### src/hw/rtl/tensor_address_range_table_macros.svh
// Assertion macros for the tensor address range table.
// Needs a clock i_clk and an active-low reset i_rst_n in the using module.
`ifndef TENSOR_ADDRESS_RANGE_TABLE_MACROS_SVH
`define TENSOR_ADDRESS_RANGE_TABLE_MACROS_SVH

// Consequent holds in the same cycle as the antecedent.
`define TART_ASSERT_SAME(label, ante, cons, msg) \
    label: assert property (@(posedge i_clk) disable iff (!i_rst_n) \
        (ante) |-> (cons)) else $error(msg);

// Consequent holds in the cycle after the antecedent.
`define TART_ASSERT_NEXT(label, ante, cons, msg) \
    label: assert property (@(posedge i_clk) disable iff (!i_rst_n) \
        (ante) |=> (cons)) else $error(msg);

`endif

### src/hw/rtl/tart_mul.sv
// Sequential 64x64 multiplier built from four 32x32 partial products.
// Depends on nothing; used by the table top level for the shape product.
module tart_mul (
    input  logic        i_clk,
    input  logic        i_rst_n,
    input  logic        i_start,
    input  logic [63:0] i_a,
    input  logic [63:0] i_b,
    output logic        o_done,
    output logic [63:0] o_lo,
    output logic        o_hi_nz
);

    logic [63:0]  r_a, r_b;
    logic [63:0]  r_pp;
    logic [127:0] r_acc;
    logic [2:0]   r_step;
    logic         r_run;
    logic         r_done;
    logic [31:0]  w_x, w_y;
    logic [127:0] w_pp_sh;

    // Select operand halves for this step
    always_comb begin
        case (r_step)
            3'd0:    begin w_x = r_a[31:0];  w_y = r_b[31:0];  end
            3'd1:    begin w_x = r_a[31:0];  w_y = r_b[63:32]; end
            3'd2:    begin w_x = r_a[63:32]; w_y = r_b[31:0];  end
            default: begin w_x = r_a[63:32]; w_y = r_b[63:32]; end
        endcase
    end

    // Align the previous partial product
    always_comb begin
        case (r_step)
            3'd1:    w_pp_sh = {64'b0, r_pp};
            3'd2,
            3'd3:    w_pp_sh = {32'b0, r_pp, 32'b0};
            default: w_pp_sh = {r_pp, 64'b0};
        endcase
    end

    // Step control
    always_ff @(posedge i_clk) begin
        if (!i_rst_n) begin
            r_run  <= 1'b0;
            r_step <= 3'd0;
            r_done <= 1'b0;
        end else begin
            r_done <= r_run && (r_step == 3'd4);
            if (i_start) begin
                r_run  <= 1'b1;
                r_step <= 3'd0;
            end else if (r_run) begin
                r_step <= r_step + 3'd1;
                if (r_step == 3'd4) begin
                    r_run <= 1'b0;
                end
            end
        end
    end

    // Multiply and accumulate
    always_ff @(posedge i_clk) begin
        if (i_start) begin
            r_a   <= i_a;
            r_b   <= i_b;
            r_acc <= 128'b0;
        end else if (r_run) begin
            r_pp <= w_x * w_y;
            if (r_step != 3'd0) begin
                r_acc <= r_acc + w_pp_sh;
            end
        end
    end

    assign o_done  = r_done;
    assign o_lo    = r_acc[63:0];
    assign o_hi_nz = (r_acc[127:64] != 64'b0);

endmodule

### config.mk
export PLATFORM = sky130hd
export DESIGN_NAME = tart_mul
export DESIGN_NICKNAME = d
export VERILOG_FILES = /design/src/hw/rtl/tensor_address_range_table_macros.svh /design/src/hw/rtl/tart_mul.sv
export SDC_FILE = /design/constraint.sdc
export NUM_CORES = 2
export LEC_CHECK = 0
export ABC_AREA = 1
export BUFFER_PORTS_ARGS = -buffer_cell sky130_fd_sc_hd__buf_4
export CAP_MARGIN = 0
export CORE_MARGIN = 2
export CORE_UTILIZATION = 35
export CTS_BUF_LIST = sky130_fd_sc_hd__clkbuf_4
export CTS_CLUSTER_SIZE = 24
export DETAILED_ROUTE_END_ITERATION = 16
export GPL_ROUTABILITY_DRIVEN = 0
export SYNTH_ARGS = -nofsm -noshare
export SYNTH_HDL_FRONTEND = slang
export SYNTH_SLANG_ARGS = --single-unit
### constraint.sdc
create_clock -name i_clk -period 19.1 [get_ports i_clk]
set_input_delay 0.955 -clock i_clk [delete_from_list [all_inputs] [get_ports i_clk]]
set_output_delay 0.955 -clock i_clk [all_outputs]
set_load 0.1 [all_outputs]
==> results.txt <==
Status: finished, final reports clean
DRT iter0 DRCs: 5767
DIE WIDTH: 420 um
H-tree level count: 3
Critical Path Max Stage Delay: 1.21 ns
Std cell rows: 152
XOR/XNOR Fraction of Synth Area: 0.0169
CTS Sinks: 325
HP Class: in2reg
Worst path buffer plus inverter count: 6
Post-synth EDFFs: 192
Largest area contributor in the netlist: fa_1
Layout net count: 10128
Worst Setup Start Kind: register
Commonest non-fill, non-tap cell in the layout: nand2_1
Die area: 176000 um^2
Synthesized-area fraction occupied by adder cells: 0.379
1st-pass router iterations: 9
Post-DRT Antenna Nets: 0
Number of global-route vias before repair: 55900
Seq/Total Area, Yosys: 0.139
Total negative slack: 0 ns
Synth Warn #: 0
Rel. slew slack: 0.134
GRT Total Usage: 0.259
Root Driver: clkbuf_4
Via Count: 55751
Multiplexer share of the synthesized area: 0
Fillers: 18068
Fin crit share: 0.556
Initial antenna violation count: 7
Die Ht: 420 um
Critical path required time: 19.93 ns
Drt total wl: 228 mm
Post-detail-place hpwl: 185 mm
Synth async-reset ratio: 0
Arrival time worst endpoint: 11.44 ns
Crit Path Max Fanout: 64
IO buf count: 196
Kind of critical path: reg2reg
Syn_area_per_cell: 7.09 um^2
Met3 Wirelength: 24.7 mm
Resized cells post-CTS: 0
Crit path capture type: register
Slew of the pin with the lowest slew margin: 1.30 ns
Crit path time final: 10.62 ns
Pins over their slew limit: 0
Via/cell ratio: 5.03
Largest net degree at the start of global routing: 95
Wl on met1: 86.2 mm
First-pass GRT wire length: 339 mm
Area Overhead vs Synth: 9.28%
IO Pins: 197
Crit-path slowest cell: o21ai_2
Post-synthesis register bit count: 325
RSZ-0062 raised after global routing: no
Final setup skew: 0.125 ns
GR Overflow Total: 0
Top Metal Used: met5
Post-synthesis cell count: 8538
Most used cell along the critical path: fa_1
Most frequent cells in the layout: nand2_1, inv_1, nor2_1
Clock buffer count from CTS: 91
Layout cells sized above 1: 0.0826
Post-synthesis simple-gate area fraction: 0.251
Core area: 172000 um^2
Max_cap viols: 0
Synth top area share: 0.297
Final Hold Viols: 0
Final setup vio count: 0
WL met2: 101 mm
Top area cells in the synthesized netlist: fa_1, nand2_1, inv_1, edfxtp_1, ha_1
Initial core utilization: 0.352
Syn nets: 9961
Top delay family on crit path: adder cells
CTS tree: built
Largest family of logic cells by synthesized area: adder cells
Number of different library cells in the post-synthesis netlist: 50
DRC errors left: 0
Area of the mapped netlist: 60500 um^2
Clock transition at path regs: 0.07 ns
Clk_lat worst skew: 1.10 ns
Compound-cell area share of the yosys netlist: 0.0532
DR WL/cell: 20.6 um
Synth Flop Type: edfxtp_1
Max Clock Freq: 94.2 MHz
Longest Clk Path Bufs: 3
## Yosys cell counts, types with 19 or more instances
library cell  count
a21oi_1         212
a31oi_1          20
buf_2           122
buf_4            66
clkbuf_1         90
dfxtp_1         133
edfxtp_1        192
fa_1            897
ha_1            395
inv_1          2105
inv_2            90
nand2_1        2168
nand2_2          47
nand3_1         185
nand4_1          34
nor2_1         1170
nor2_2           54
nor3_1           24
o21ai_0         137
o21ai_1          19
o21ai_2          45
o22ai_1          64
xor2_1           99
## sequential cells by signal, summed over array words and instances, names as in the netlist
name    flops
r_pp       64
r_acc     128
r_b        64
o_done      1
r_a        64
r_run       1
r_step      3
## final cells by class
cell class                 count  area [um^2]  share of cell area
antenna                        5         12.5            0.000189
timing repair buffer         361         2940              0.0444
clock inverter                35          240             0.00363
clock buffer                 126          946              0.0143
multi-input combinational   5724        42400               0.641
inverter                    2202         8270               0.125
sequential                   325         8430               0.127
tap                         2310         2890              0.0437
## per-stage QoR
step           instances  area (um^2)  hold WS (ns)   util  setup WS [ns]
3_3_place_gp       10834        64000         0.514  0.373           8.77
6_report           11088        66100         0.138  0.385           8.48
2_1_floorplan       8538        60500         0.455      -          11.67
5_1_grt            11088        66100        0.0657  0.385           8.11
4_1_cts            11083        66100        0.0577  0.385           8.63
3_5_place_dp       10834        64000         0.542  0.373           8.68
## worst paths after layout
| kind | from | to | slack, ns | cells past startpoint |
|---|---|---|---|---|
| max | r_step[0] | r_pp[53] | 8.48 | 27 |
| min | i_a[6] | r_a[6] | 0.14 | 1 |
| max reg2reg | r_step[0] | r_pp[53] | 8.48 | 27 |
| min reg2reg | r_step[2] | o_done | 0.55 | 2 |
## timing repair
action,4_1_cts,5_1_grt
endpoints found under the hold margin,88,0
buffers inserted,0,0
hold buffers,88,0
## per-layer routing
layer  vias up  track usage
li1      25301            -
met1     26620        0.322
met2      3071        0.413
met3       753       0.0581
met4         6        0.150
met5         -            0
## kinds of logic (layout without fill, tap and decap cells)
family | after synthesis | after routing
adders and majority gates | 1292 | 1292
xor gates and xnor gates | 117 | 117
other | 0 | 5
AOI/OAI and AO/OA | 552 | 552
DFF | 325 | 325
buffers and inverters | 2489 | 2724
and+or+nand+nor | 3763 | 3763
Power is not shown: default switching activity piles up to over one toggle a cycle in this logic, so the estimate is an artifact.
